<file path="config.mk">
export PLATFORM = sky130hd
export DESIGN_NAME = ssfr_front
export DESIGN_NICKNAME = d
export VERILOG_FILES = /design/src/rtl/core/ssfr_pkg.sv /design/src/rtl/core/ssfr_front.sv
export SDC_FILE = /design/constraint.sdc
export NUM_CORES = 1
export LEC_CHECK = 0
export ABC_CLOCK_PERIOD_IN_PS = 2800
export BUFFER_PORTS_ARGS = -buffer_cell sky130_fd_sc_hd__buf_2
export CAP_MARGIN = 0
export CORE_ASPECT_RATIO = 0.75
export CORE_MARGIN = 2
export CORE_UTILIZATION = 52
export DETAILED_ROUTE_END_ITERATION = 8
export GPL_ROUTABILITY_DRIVEN = 0
export HOLD_SLACK_MARGIN = 0.08
export MAX_ROUTING_LAYER = met4
export PLACE_DENSITY = 0.8
export SYNTH_ARGS = -nofsm -noshare
export SYNTH_HDL_FRONTEND = slang
export SYNTH_SLANG_ARGS = --single-unit
</file>
<file path="constraint.sdc">
create_clock -name i_clk -period 2.8 [get_ports i_clk]
set_input_delay 0.42 -clock i_clk [delete_from_list [all_inputs] [get_ports i_clk]]
set_output_delay 0.42 -clock i_clk [all_outputs]
set_load 0.005 [all_outputs]
</file>
<file path="src/rtl/core/ssfr_pkg.sv">
// shared types, constants and codes of the stereo sample frame receiver
package ssfr_pkg;

    // sample pairs per bank
    localparam int MAX_SAMPLES  = 256;
    localparam int BANK_AW      = (MAX_SAMPLES > 1) ? $clog2(MAX_SAMPLES) : 1;
    localparam int RAM_AW       = BANK_AW + 1;
    localparam int BYTE_LIMIT   = 4 * MAX_SAMPLES;
    localparam int BC_W         = $clog2(BYTE_LIMIT + 2);

    // field widths
    localparam int BYTE_W       = 8;
    localparam int IDX_W        = 8;
    localparam int FS_W         = 9;
    localparam int CHUNK_W      = 5;
    localparam int SAMPLE_W     = 10;
    localparam int HELD_W       = 15;
    localparam int WORD_W       = 2 * SAMPLE_W;
    localparam int STATUS_W     = 2;

    // stream payload widths
    localparam int S_TDATA_W    = 16;
    localparam int M_TDATA_W    = 24;

    // configuration port
    localparam int CFG_IDX_W    = 2;
    localparam int CFG_DATA_W   = 9;
    localparam logic [CFG_IDX_W-1:0] CFG_START_MARKER  = 2'd0;
    localparam logic [CFG_IDX_W-1:0] CFG_END_MARKER    = 2'd1;
    localparam logic [CFG_IDX_W-1:0] CFG_FRAME_SAMPLES = 2'd2;

    localparam logic [BYTE_W-1:0] START_MARKER_RST  = 8'b0111_1000;
    localparam logic [BYTE_W-1:0] END_MARKER_RST    = 8'b0011_0000;
    localparam logic [FS_W-1:0]   FRAME_SAMPLES_RST = 9'd256;
    localparam logic [BYTE_W-1:0] CHAR_BASE         = 8'd65;

    // item kinds
    localparam logic OP_BYTE = 1'b0;
    localparam logic OP_READ = 1'b1;

    // result status codes
    localparam logic [STATUS_W-1:0] STATUS_NONE    = 2'd0;
    localparam logic [STATUS_W-1:0] STATUS_OK      = 2'd1;
    localparam logic [STATUS_W-1:0] STATUS_LEN_ERR = 2'd2;

    // command queue
    localparam int QUEUE_DEPTH  = 4;
    localparam int QPTR_W       = $clog2(QUEUE_DEPTH);
    localparam int QCNT_W       = $clog2(QUEUE_DEPTH + 1);

    typedef struct packed {
        logic [STATUS_W-1:0] status;
        logic                rd_ok;
        logic [RAM_AW-1:0]   addr;
    } t_cmd;

    typedef struct packed {
        logic              nonempty;
        logic              full;
        logic [QCNT_W-1:0] count;
    } t_q_status;

    typedef struct packed {
        logic              en;
        logic [RAM_AW-1:0] addr;
        logic [WORD_W-1:0] data;
    } t_ram_wr;

endpackage

</file>
<file path="src/rtl/core/ssfr_front.sv">
// front end: takes items, runs the frame hunter and writes decoded pairs
module ssfr_front
    import ssfr_pkg::*;
(
    input  logic                  i_clk,
    input  logic                  i_rst_n,
    input  logic                  i_cfg_we,
    input  logic [CFG_IDX_W-1:0]  i_cfg_index,
    input  logic [CFG_DATA_W-1:0] i_cfg_data,
    input  logic                  i_valid,
    input  logic                  i_op,
    input  logic [S_TDATA_W-1:0]  i_data,
    input  t_q_status             i_q_stat,
    output logic                  o_ready,
    output logic                  o_push,
    output t_cmd                  o_cmd,
    output t_ram_wr               o_wr
);

    localparam int CMP_W = (BC_W > FS_W + 2) ? BC_W : FS_W + 2;

    typedef enum logic {ST_HUNT, ST_FRAME} t_frame_state;

    t_frame_state       r_state, n_state;
    logic [BC_W-1:0]    r_bc, n_bc;
    logic [HELD_W-1:0]  r_held, n_held;
    logic               r_commit, n_commit;
    logic               r_bvalid, n_bvalid;
    logic [BYTE_W-1:0]  r_start, r_end;
    logic [FS_W-1:0]    r_fs;

    logic               accept;
    logic [BYTE_W-1:0]  ch;
    logic [IDX_W-1:0]   ridx;
    logic [BYTE_W-1:0]  ch_off;
    logic [CHUNK_W-1:0] chunk;
    logic [1:0]         pos;
    logic               len_ok;

    assign o_ready = !i_q_stat.full;
    assign accept  = i_valid && o_ready;
    assign ch      = i_data[BYTE_W-1:0];
    assign ridx    = i_data[BYTE_W +: IDX_W];
    assign ch_off  = ch - CHAR_BASE;
    assign chunk   = ch_off[CHUNK_W-1:0];
    assign pos     = r_bc[1:0];
    assign len_ok  = (r_fs != '0) && (32'(r_fs) <= MAX_SAMPLES)
                     && (CMP_W'(r_bc) == CMP_W'({r_fs, 2'b00}));

    always_comb begin
        n_state      = r_state;
        n_bc         = r_bc;
        n_held       = r_held;
        n_commit     = r_commit;
        n_bvalid     = r_bvalid;
        o_push       = accept;
        o_cmd.status = STATUS_NONE;
        o_cmd.rd_ok  = 1'b0;
        o_cmd.addr   = {r_commit, BANK_AW'(ridx)};
        o_wr.en      = 1'b0;
        o_wr.addr    = {~r_commit, BANK_AW'(r_bc >> 2)};
        o_wr.data    = {chunk, r_held[14:10], r_held[9:0]};
        if (accept) begin
            if (i_op == OP_READ) begin
                o_cmd.rd_ok = r_bvalid && (32'(ridx) < MAX_SAMPLES);
            end else begin
                case (r_state)
                    ST_HUNT: begin
                        if (ch == r_start) begin
                            n_state = ST_FRAME;
                            n_bc    = '0;
                            n_held  = '0;
                        end
                    end
                    ST_FRAME: begin
                        if (ch == r_end) begin
                            n_state = ST_HUNT;
                            if (len_ok) begin
                                n_commit     = ~r_commit;
                                n_bvalid     = 1'b1;
                                o_cmd.status = STATUS_OK;
                            end else begin
                                o_cmd.status = STATUS_LEN_ERR;
                            end
                        end else begin
                            // bytes past the limit are not stored; the count stops one past it
                            if (32'(r_bc) < BYTE_LIMIT) begin
                                case (pos)
                                    2'd0:    n_held[4:0]   = chunk;
                                    2'd1:    n_held[9:5]   = chunk;
                                    2'd2:    n_held[14:10] = chunk;
                                    default: o_wr.en       = 1'b1;
                                endcase
                            end
                            if (32'(r_bc) <= BYTE_LIMIT) begin
                                n_bc = r_bc + BC_W'(1);
                            end
                        end
                    end
                    default: n_state = ST_HUNT;
                endcase
            end
        end
    end

    always_ff @(posedge i_clk) begin
        if (!i_rst_n) begin
            r_state  <= ST_HUNT;
            r_bc     <= '0;
            r_held   <= '0;
            r_commit <= 1'b0;
            r_bvalid <= 1'b0;
            r_start  <= START_MARKER_RST;
            r_end    <= END_MARKER_RST;
            r_fs     <= FRAME_SAMPLES_RST;
        end else begin
            r_state  <= n_state;
            r_bc     <= n_bc;
            r_held   <= n_held;
            r_commit <= n_commit;
            r_bvalid <= n_bvalid;
            if (i_cfg_we) begin
                case (i_cfg_index)
                    CFG_START_MARKER:  r_start <= i_cfg_data[BYTE_W-1:0];
                    CFG_END_MARKER:    r_end   <= i_cfg_data[BYTE_W-1:0];
                    CFG_FRAME_SAMPLES: r_fs    <= i_cfg_data[FS_W-1:0];
                    default: ;
                endcase
            end
        end
    end

endmodule

</file>
==> Word-level counts from Yosys, hierarchy flattened <==
Cells that the tools add are included.
{ "word_totals": {"reg_bits": 54, "inputBits": 37, "out_inout_bits": 44, "elab_cells": 75} }
{ "classes": {"add_sub_neg": 2, "order_cmp": 3, "n_eq_ne": 14, "mux": 26, "n_bitwise": 3, "reduce_logical": 17} }
{ "ops": {"columns": ["cell", "count"], "rows": [
  ["two-way mux 15 bit", 3],
  ["two-way mux 11 bit", 3],
  ["one-hot mux 15 bit (2 select lines)", 1],
  ["one-hot mux 11 bit (2 select lines)", 1],
  ["AND reduction 6 bit", 3],
  ["== test 8 bit", 2],
  ["two-way mux 5 bit", 3],
  ["adder 11 x 1 -> 11 bit (second input constant)", 1],
  ["== test 11 bit", 1],
  ["less-or-equal comparator 11 bit (second input constant)", 1],
  ["< comparator 11 bit (second input constant)", 1],
  ["inequality test 2 x 1 -> 1 bit (second input constant)", 5],
  ["AND reduction 5 bit", 2],
  ["less-or-equal comparator 9 bit (second input constant)", 1],
  ["two-way mux 1 bit", 9],
  ["nonzero test 9 bit", 1],
  ["two-way mux 2 bit", 4],
  ["AND reduction 2 bit", 4],
  ["subtractor 5 x 1 -> 5 bit (second input constant)", 1],
  ["== test 2 x 1 -> 1 bit (second input constant)", 2],
  ["== test 2 bit (second input constant)", 2],
  ["zero test 2 bit", 2],
  ["inequality test 2 bit (second input constant)", 2],
  ["logical AND 1 bit", 3],
  ["5 further kinds", 7]
]} }

==> Longest topological paths before layout <==
Gate-level depths: netlist (run 1).
{ "logic_depth": {"ltp_word": 8, "depth_mapped": 8, "mapped_depth_nobuf": 8} }

==> Least setup slack after synthesis (run 1) <==
Ideal clock, no wire load.
{ "synth_timing": {"path_type": "input to register", "startpoint": "input i_data[2]", "endpoint": "register r_bc[8]", "setup_ns": 0.071, "t_arrival_ns": 2.058, "t_required_ns": 2.729, "slack_ns": 0.671, "cell_stages": 7, "n_path_buf": 1, "path_cell_list": "buf_6 > xor2_2 > nor4_4 > nand3b_2 > a211o_1 > or4_1 > a21oi_1"} }
{ "synth_between": {"elab_chain_len": 3, "elab_cells_between_ends": 5, "cone_classes": "4 x eq/ne; 1 x reduce/logical"} }
{ "synth_rtl": {"columns": ["element", "line", "rtl"], "rows": [
  ["start: declaration", "ssfr_front.sv:12", "input logic [S_TDATA_W-1:0] i_data,"],
  ["== test 8 bit, on equally long branches", "ssfr_front.sv:69, ssfr_front.sv:76", null],
  ["inequality test 2 bit (no line)", null, null],
  ["AND reduction 5 bit (no line) (*)", null, null],
  ["end signal: assignment", "ssfr_front.sv:118", "r_bc <= n_bc;"],
  ["end: declaration", "ssfr_front.sv:25", "logic [BC_W-1:0] r_bc, n_bc;"]
]} }
Every way passes the cells marked *; elsewhere a longest branch is shown, timed or not.
A chain may end at the register's enable or synchronous reset.

==> results of run 1 <==
sequential cells by signal, indices dropped and copies added, names as in the netlist:
signal    count
r_bc         11
r_held       15
r_end         8
r_commit      1
r_fs          9
r_start       8
r_bvalid      1
r_state       1
cell type report:
cell class | instances | area (um^2)
Timing Repair Buffer | 63 | 323
Fill cell | 480 | 2140
Clock buffer | 7 | 96.3
Clock inverter | 1 | 8.76
Multi-Input combinational cell | 213 | 1550
Inverter | 9 | 33.8
Tap cell | 75 | 93.8
Sequential cell | 54 | 1080
metal layers:
layer | share of wire | vias up | track usage
li1 | - | 1108 | -
met1 | 0.50 | 1014 | 0.267
met2 | 0.44 | 58 | 0.330
met3 | 0.055 | 9 | 0.0463
met4 | 0.0067 | 0 | 0.0385
met5 | 0 | - | -
kinds of logic after synthesis:
logic type / count (synthesis)
DFF: 54
xor gates and xnor gates: 31
and+or+nand+nor: 112
muxes: 40
buffers and inverters: 43
adders and majority gates: 6
AOI/OAI and AO/OA: 24
synthesized netlist by cell type, types with 6 or more instances:
library cell and n:
nand3_1 13, clkbuf_1 14, nor2b_1 19, inv_1 9, dfxtp_1 54, ha_1 6, xnor2_1 21, xor2_1 9
buf_4 17, mux2i_1 40, nor2_1 9, nand2_1 33, nand4_1 6
stage by stage:
| stage | setup WS, ns | instance area [um^2] |
|---|---|---|
| after global placement | 0.378 | 3080 |
| after floorplan | 0.671 | 2870 |
| after global routing | 0.0290 | 3180 |
| after detailed placement | 0.332 | 3080 |
| final | 0.239 | 3180 |
| after CTS | 0.203 | 3180 |
worst min path at each step:
stage | from | endpoint | slack (ns) | depth (start not counted)
finish | i_cfg_data[8] | r_fs[8] | 0.33 | 3
global route | i_cfg_data[8] | r_fs[8] | 0.34 | 3
CTS | i_cfg_data[8] | r_fs[8] | 0.33 | 3
detailed placement | r_held[9] | r_held[9] | 0.45 | 2
global placement | r_bvalid | r_bvalid | 0.44 | 1
floorplan | r_bvalid | r_bvalid | 0.43 | 1
power by group through the flow:
stage	Sequential, W	Clock, W	Combinational [W]
after floorplan	0.000805	0	0.0000962
after global placement	0.000807	0	0.000133
after detailed placement	0.000808	0	0.000136
after CTS	0.000790	0.000489	0.000137
after global routing	0.000792	0.000524	0.000150
final	0.000790	0.000475	0.000136
critical path, cell delays in order, from the launching register on:
cell	delay [ns]
dfxtp_1	0.35
nor4_1	0.37
nand4_1	0.14
a2111oi_0	0.53
and3b_1	0.31
buf_2	0.14
cell usage in the layout (no fill, tap or decap), types with 9 or more instances in the layout:
master	instances
buf_2	60
dfxtp_1	54
mux2i_1	40
nand2_1	33
xnor2_1	21
nor2b_1	19
nand3_1	13
inv_1	9
xor2_1	9
nor2_1	9
==> qor.yml, run 1 <==
outcome:
  outcome: "complete, no violations"
floorplanning:
  coreArea_um2: 5320
  initial_core_util: 0.538
  die_x_um: 89.7
  io_pins: 81
  num_rows: 23
  die_y_um: 68.3
  die-area_um2: 6130
synthesis:
  async_flop_share: 0
  synth_top_area_frac: 0.377
  synth-simple-area-share: 0.220
  synth.avg_cell_area_um2: 9.25
  synth_compound_area_frac: 0.0559
  synth.distinct_cells: 42
  synth_xor_area_frac: 0.0973
  yosys_warnings: 0
  syn_area_um2: 2870
  syn_nets: 353
  synth_top_family_by_area: "simple AND/OR/NAND/NOR gates"
  yosys-top-cells-area: "dfxtp_1 (38%), mux2i_1 (14%), xnor2_1 (6.4%)"
  synth_flop_cell: "dfxtp_1"
  synth.area.mux_share: 0.140
  syn_inst: 310
  yosysTopAreaCell: "dfxtp_1"
  synth-adder-area-share: 0.0262
  synth_edf_count: 0
  ys_ff_latch: 54
  yosysSeqAreaShare: 0.377
sta:
  slew_headroom: 0.602
  rsz0062_at_grt: "no"
  layout_min_cycle_time_ns: 2.56
  fin_crit_sh: 0.915
  tns_ns: 0
  setup_viol: 0
  worst_slew_pin_slew_ns: 0.591
  max_freq_ghz: 0.390
  slew_viol_final: 0
  hold_ws_ns: 0.334
  hold_viol: 0
  skew_ns: 0.00880
drt:
  first_pass_iters: 4
  routedWlPerCell_um: 13.8
  drtIter0Drc: 83
  drt-total-wl_um: 5810
  route.detailed.drc: 0
  via_per_inst: 5.19
  ant_nets: 0
  num_vias: 2189
grt:
  grt_max_degree: 28
  grt_pass1_wl_um: 9740
  grt_overflow_total: 0
  grt_pass1_vias: 2036
  antenna_found_initial: 0
  grt_use_total: 0.203
finish:
  drive_above_1_share: 0.222
  nNetsFinal: 389
  finalNonFillerCells: 422
  diodes: 0
  fin_util: 0.598
  area_growth_pct: 11.0
critical_path:
  timing.rr.start: "r_bc[0]"
  worstSetupStartpoint: "r_fs[4]"
  start_kind: "flop"
  crit_fanout: 3
  r2r_setup_slack_ns: 0.44
  r2r.worst_path.cells: 7
  setup.worst_path.end: "o_cmd[10]"
  crit_type: "reg -> out"
  crit_arrival_ns: 2.14
  timing.rr.end: "r_bc[3]"
  critPathCaptureType: "output pin"
  cp_data_required_time_ns: 2.38
place:
  post-place-cells: 414
  portBuffers: 60
  dp_hpwl_um: 4440
cts:
  cts_max_path_buffers: 2
  cts_tree: "yes"
  cts_resized: 0
  htree_levels: 2
  insertion_delay_ns: 0.30
  cts.hold.buffers_added: 0
  cts_setup_buffers: 0
  cts.sinks: 54
  cts_inserted_buffers: 5
  cts.reportedPaths.clkPinSlew_ns: 0.10
  cts_root_buffer: "clkbuf_8"
run:
  drv_cap: 0
min_path:
  hold_path.class: "in -> reg"
power:
  cellPowerDensity_nw_per_um2: 441
  seqPwrFrac: 0.564
  switching_share: 0.237
  intPower_w: 0.00107
  combPwrFrac: 0.097
  p_leak_nw: 1.37
  power.switching_w: 0.000333
  peakVddDrop_uv: 203
  clkPwrFrac: 0.339
  power_w: 0.00140
(Power assumes the default switching activity.)
==> run 2, diff against run 1 <==
ABC_CLOCK_PERIOD_IN_PS = 2500   (was 2800)
clock period = 2.5 ns   (was 2.8 ns; I/O delays follow)
==> qor.yml, run 2 (synthesis gave the netlist of run 1 again) <==
grt:
  antenna_found_initial: 0
  grt_use_total: 0.212
  grt_pass1_vias: 2025
  grt_pass1_wl_um: 9960
  grt_overflow_total: 0
  grt_max_degree: 31
sta:
  layout_min_cycle_time_ns: 2.40
  slew_viol_final: 0
  rsz0062_at_grt: "no"
  worst_slew_pin_slew_ns: 0.586
  setup_viol: 0
  max_freq_ghz: 0.417
  hold_viol: 0
  slew_headroom: 0.608
  fin_crit_sh: 0.959
  skew_ns: 0.0143
  setup_slack_ns: 0.103
  tns_ns: 0
critical_path:
  path_cells: "nor4_2 > nand4_1 > a2111oi_2 > and3b_1 > buf_2"
  r2r_setup_slack_ns: 0.23
  crit_slowest_cell: "a2111oi_2"
  start_kind: "flop"
  crit_fanout: 3
  cp_data_required_time_ns: 2.12
  r2r.worst_path.cells: 7
  timing.rr.end: "r_bc[8]"
  crit_type: "reg -> out"
  crit_arrival_ns: 2.02
  slowest_delay_ns: 0.40
  timing.rr.start: "r_bc[1]"
  critPathCaptureType: "output pin"
power:
  cellPowerDensity_nw_per_um2: 514
  peakVddDrop_uv: 450
  p_leak_nw: 1.39
drt:
  drtIter0Drc: 67
  via_per_inst: 5.27
  num_vias: 2234
  drt-total-wl_um: 6030
  first_pass_iters: 4
  routedWlPerCell_um: 14.2
  ant_nets: 0
  route.detailed.drc: 0
cts:
  cts_setup_buffers: 0
  cts.hold.buffers_added: 0
  cts_root_buffer: "clkbuf_8"
  cts_tree: "yes"
  cts_max_path_buffers: 2
  htree_levels: 2
  cts_resized: 3
  cts_inserted_buffers: 5
  insertion_delay_ns: 0.32
  cts.sinks: 54
  cts.reportedPaths.clkPinSlew_ns: 0.09
floorplanning:
  die_y_um: 68.3
  initial_core_util: 0.538
  die-area_um2: 6130
  coreArea_um2: 5320
  io_pins: 81
  die_x_um: 89.7
  num_rows: 23
run:
  drv_cap: 0
outcome:
  outcome: "complete, no violations"
place:
  post-place-cells: 416
  portBuffers: 60
  pre_cts_slack_ns: 0.150
  dp_hpwl_um: 4370
finish:
  nNetsFinal: 391
  nFillCells: 456
  final_cell_mix: "buf_2 (60), dfxtp_1 (54), mux2i_1 (40)"
  top_regs: "r_held (15), r_bc (11), r_fs (9)"
  drive_above_1_share: 0.235
  layout_commonest_cell: "buf_2"
  area_growth_pct: 12.6
  multi_input_area_um2: 1560
  register_area_um2: 1080
  diodes: 0
  top_register: "r_held"
  largest_reg_flops: 15
  finalNonFillerCells: 424
min_path:
  hp-start: "i_cfg_data[8]"
  hold_path.class: "in -> reg"
  min_delay_worst_endpoint: "r_fs[8]"
  hold_depth: 3
run 2: critical path: cells and delay by family, from the launching register on:
kind | cells | cell delay [ns]
AND/OR/NAND/NOR | 3 | 0.81
AO/OA/AOI/OAI | 1 | 0.40
buffers and inverters | 1 | 0.14
flip-flops | 1 | 0.35
run 2: power breakdown:
group          switching (W)  leakage [nW]  total (W)  internal (W)
registers          0.0000120         0.437   0.000886      0.000874
logic              0.0000858         0.890   0.000157     0.0000712
clock network       0.000309        0.0591   0.000615      0.000306
total               0.000407          1.39    0.00166       0.00125
run 2: stage by stage:
stage          cell area, um^2  hold WS [ns]   util  total power, W
3_3_place_gp              3090         0.441  0.581         0.00105
6_report                  3230         0.286  0.606         0.00166
5_1_grt                   3230         0.316  0.606         0.00171
3_5_place_dp              3090         0.445  0.581         0.00106
4_1_cts                   3220         0.275  0.605         0.00166
2_1_floorplan             2870         0.432      -         0.00101
run 2: per-layer routing:
layer / wire length (um) / vias to the layer above / GRT usage / share of wire
met1: 3010 / 1037 / 0.273 / 0.50
met2: 2600 / 60 / 0.335 / 0.43
met4: 112 / 0 / 0.0865 / 0.019
li1: - / 1121 / - / -
met5: 0 / - / - / 0
met3: 305 / 16 / 0.0385 / 0.051
run 2: cell type report:
| class | instances | share of cell area |
|---|---|---|
| timing repair buffer | 65 | 0.105 |
| sequential | 54 | 0.335 |
| clock buffer | 5 | 0.0213 |
| tap | 75 | 0.0291 |
| multi-input combinational | 213 | 0.485 |
| clock inverter | 3 | 0.0147 |
| inverter | 9 | 0.0105 |
run 2: worst max-delay path by stage:
stage / start / to / slack (ns) / depth (start not counted)
6_report: r_fs[0] / o_cmd[10] / 0.10 / 5
5_1_grt: r_fs[0] / o_cmd[10] / 0.008 / 5
4_1_cts: r_fs[0] / o_cmd[10] / 0.03 / 5
3_5_place_dp: i_data[4] / r_bc[8] / 0.15 / 7
3_3_place_gp: i_data[4] / r_bc[8] / 0.19 / 7
2_1_floorplan: i_data[2] / r_bc[8] / 0.42 / 7
==> run 3, diff against run 2 <==
CTS_CLUSTER_SIZE = 40   (was not set)
MAX_ROUTING_LAYER = not set   (was met4)
RECOVER_POWER = 25   (was not set)
==> qor.yml, run 3 (synthesis gave the netlist of run 1 again) <==
drt:
  drt-total-wl_um: 6060
  num_vias: 2223
  first_pass_iters: 4
  drtIter0Drc: 82
  routedWlPerCell_um: 14.3
  via_per_inst: 5.24
  ant_nets: 0
  route.detailed.drc: 0
sta:
  rsz0062_at_grt: "no"
  skew_ns: 0.0146
  tns_ns: 0
  max_freq_ghz: 0.418
  slew_headroom: 0.571
  fin_crit_sh: 0.957
  setup_viol: 0
  slew_viol_final: 0
  worst_slew_pin_slew_ns: 0.644
  hold_viol: 0
  layout_min_cycle_time_ns: 2.39
floorplanning:
  die_y_um: 68.3
  num_rows: 23
  coreArea_um2: 5320
  die_x_um: 89.7
  die-area_um2: 6130
  io_pins: 81
  initial_core_util: 0.538
min_path:
  min_delay_worst_endpoint: "r_fs[8]"
  hp-start: "i_cfg_data[8]"
  hold_depth: 3
  hold_path.class: "in -> reg"
finish:
  top_regs: "r_held (15), r_bc (11), r_fs (9)"
  finalNonFillerCells: 424
  final_cell_mix: "buf_2 (56), dfxtp_1 (54), mux2i_1 (40)"
  layout_commonest_cell: "buf_2"
  drive_above_1_share: 0.221
  largest_reg_flops: 15
  diodes: 0
  nNetsFinal: 391
  top_register: "r_held"
  area_growth_pct: 12.3
grt:
  antenna_found_initial: 0
  grt_max_degree: 31
  grt_use_total: 0.206
  grt_overflow_total: 0
  grt_pass1_vias: 2019
  grt_pass1_wl_um: 9970
cts:
  cts_root_buffer: "clkbuf_8"
  htree_levels: 2
  cts.sinks: 54
  cts_inserted_buffers: 5
  cts_tree: "yes"
  insertion_delay_ns: 0.33
  cts_max_path_buffers: 2
  cts.hold.buffers_added: 0
  cts.reportedPaths.clkPinSlew_ns: 0.09
critical_path:
  crit_type: "reg -> out"
  timing.rr.end: "r_bc[8]"
  path_cells: "nor4_2 > nand4_1 > a2111oi_2 > and3b_1 > buf_2"
  crit_fanout: 3
  crit_slowest_cell: "a2111oi_2"
  path_delay_family: "simple AND/OR/NAND/NOR gates"
  r2r_setup_slack_ns: 0.19
  crit_arrival_ns: 2.02
  worstSetupStartpoint: "r_fs[0]"
  r2r.worst_path.cells: 7
  start_kind: "flop"
  crit_buf_inv: 1
  critPathCaptureType: "output pin"
  cp_data_required_time_ns: 2.12
  slowest_delay_ns: 0.40
  timing.rr.start: "r_bc[1]"
  crit_cells: 5
power:
  cellPowerDensity_nw_per_um2: 515
  switching_share: 0.246
  seqPwrFrac: 0.535
  clkPwrFrac: 0.371
  combPwrFrac: 0.094
  peakVddDrop_uv: 451
  power.switching_w: 0.000407
  intPower_w: 0.00125
  p_leak_nw: 1.37
run:
  drv_cap: 0
outcome:
  outcome: "complete, no violations"
place:
  portBuffers: 60
  post-place-cells: 416
  dp_hpwl_um: 4370
[run 3: cell count changes in the layout (fill, tap and decap cells not counted), sizes merged]
cell	before	now
buf	65	60
clkbuf	5	10
[run 3: stage by stage]
stage / cell area [um^2] / setup WS [ns] / hold slack (ns) / total power (W) / utilization
2_1_floorplan: 2870 / 0.416 / 0.432 / 0.00101 / -
3_3_place_gp: 3090 / 0.187 / 0.441 / 0.00105 / 0.581
3_5_place_dp: 3090 / 0.150 / 0.445 / 0.00106 / 0.581
4_1_cts: 3220 / 0.0327 / 0.275 / 0.00166 / 0.605
5_1_grt: 3220 / 0.00843 / 0.316 / 0.00171 / 0.604
6_report: 3220 / 0.107 / 0.287 / 0.00166 / 0.604
[run 3: final cells by class]
type	count	area [um^2]
fill	462	2110
multi-input combinational	213	1560
sequential	54	1080
timing repair buffer	65	329
tap	75	93.8
clock buffer	5	68.8
clock inverter	3	47.5
inverter	9	33.8
[run 3: routing by layer]
layer | up-vias | global-route usage | share of wire | routed length [um]
met5 | - | 0 | 0 | 0
met4 | 0 | 0.0865 | 0.017 | 105
met3 | 14 | 0.0385 | 0.050 | 301
met2 | 61 | 0.337 | 0.43 | 2630
met1 | 1031 | 0.273 | 0.50 | 3020
li1 | 1117 | - | - | -
[run 3: what timing repair did]
action,in CTS,in global routing
gates resized for setup,3,1
buffers inserted,0,0
setup endpoints to repair,1,1
[run 3: power by group through the flow]
stage	registers, W	logic (W)	clock network, W
2_1_floorplan	0.000902	0.000108	0
3_3_place_gp	0.000904	0.000149	0
3_5_place_dp	0.000904	0.000152	0
5_1_grt	0.000887	0.000170	0.000653
6_report	0.000886	0.000155	0.000615
4_1_cts	0.000885	0.000156	0.000618
[run 3: worst reg2reg max path: cells and delay by family (launching register included)]
kind	cells	cell delay [ns]
and+or+nand+nor	2	0.78
adders and majority gates	1	0.23
DFF	1	0.39
AOI/OAI and AO/OA	3	0.75
buffers and inverters	1	0.11
[run 3: worst max-delay path by stage]
stage	to	slack (ns)
floorplan	r_bc[8]	0.42
global placement	r_bc[8]	0.19
detailed placement	r_bc[8]	0.15
CTS	o_cmd[10]	0.03
global route	o_cmd[10]	0.008
finish	o_cmd[10]	0.11
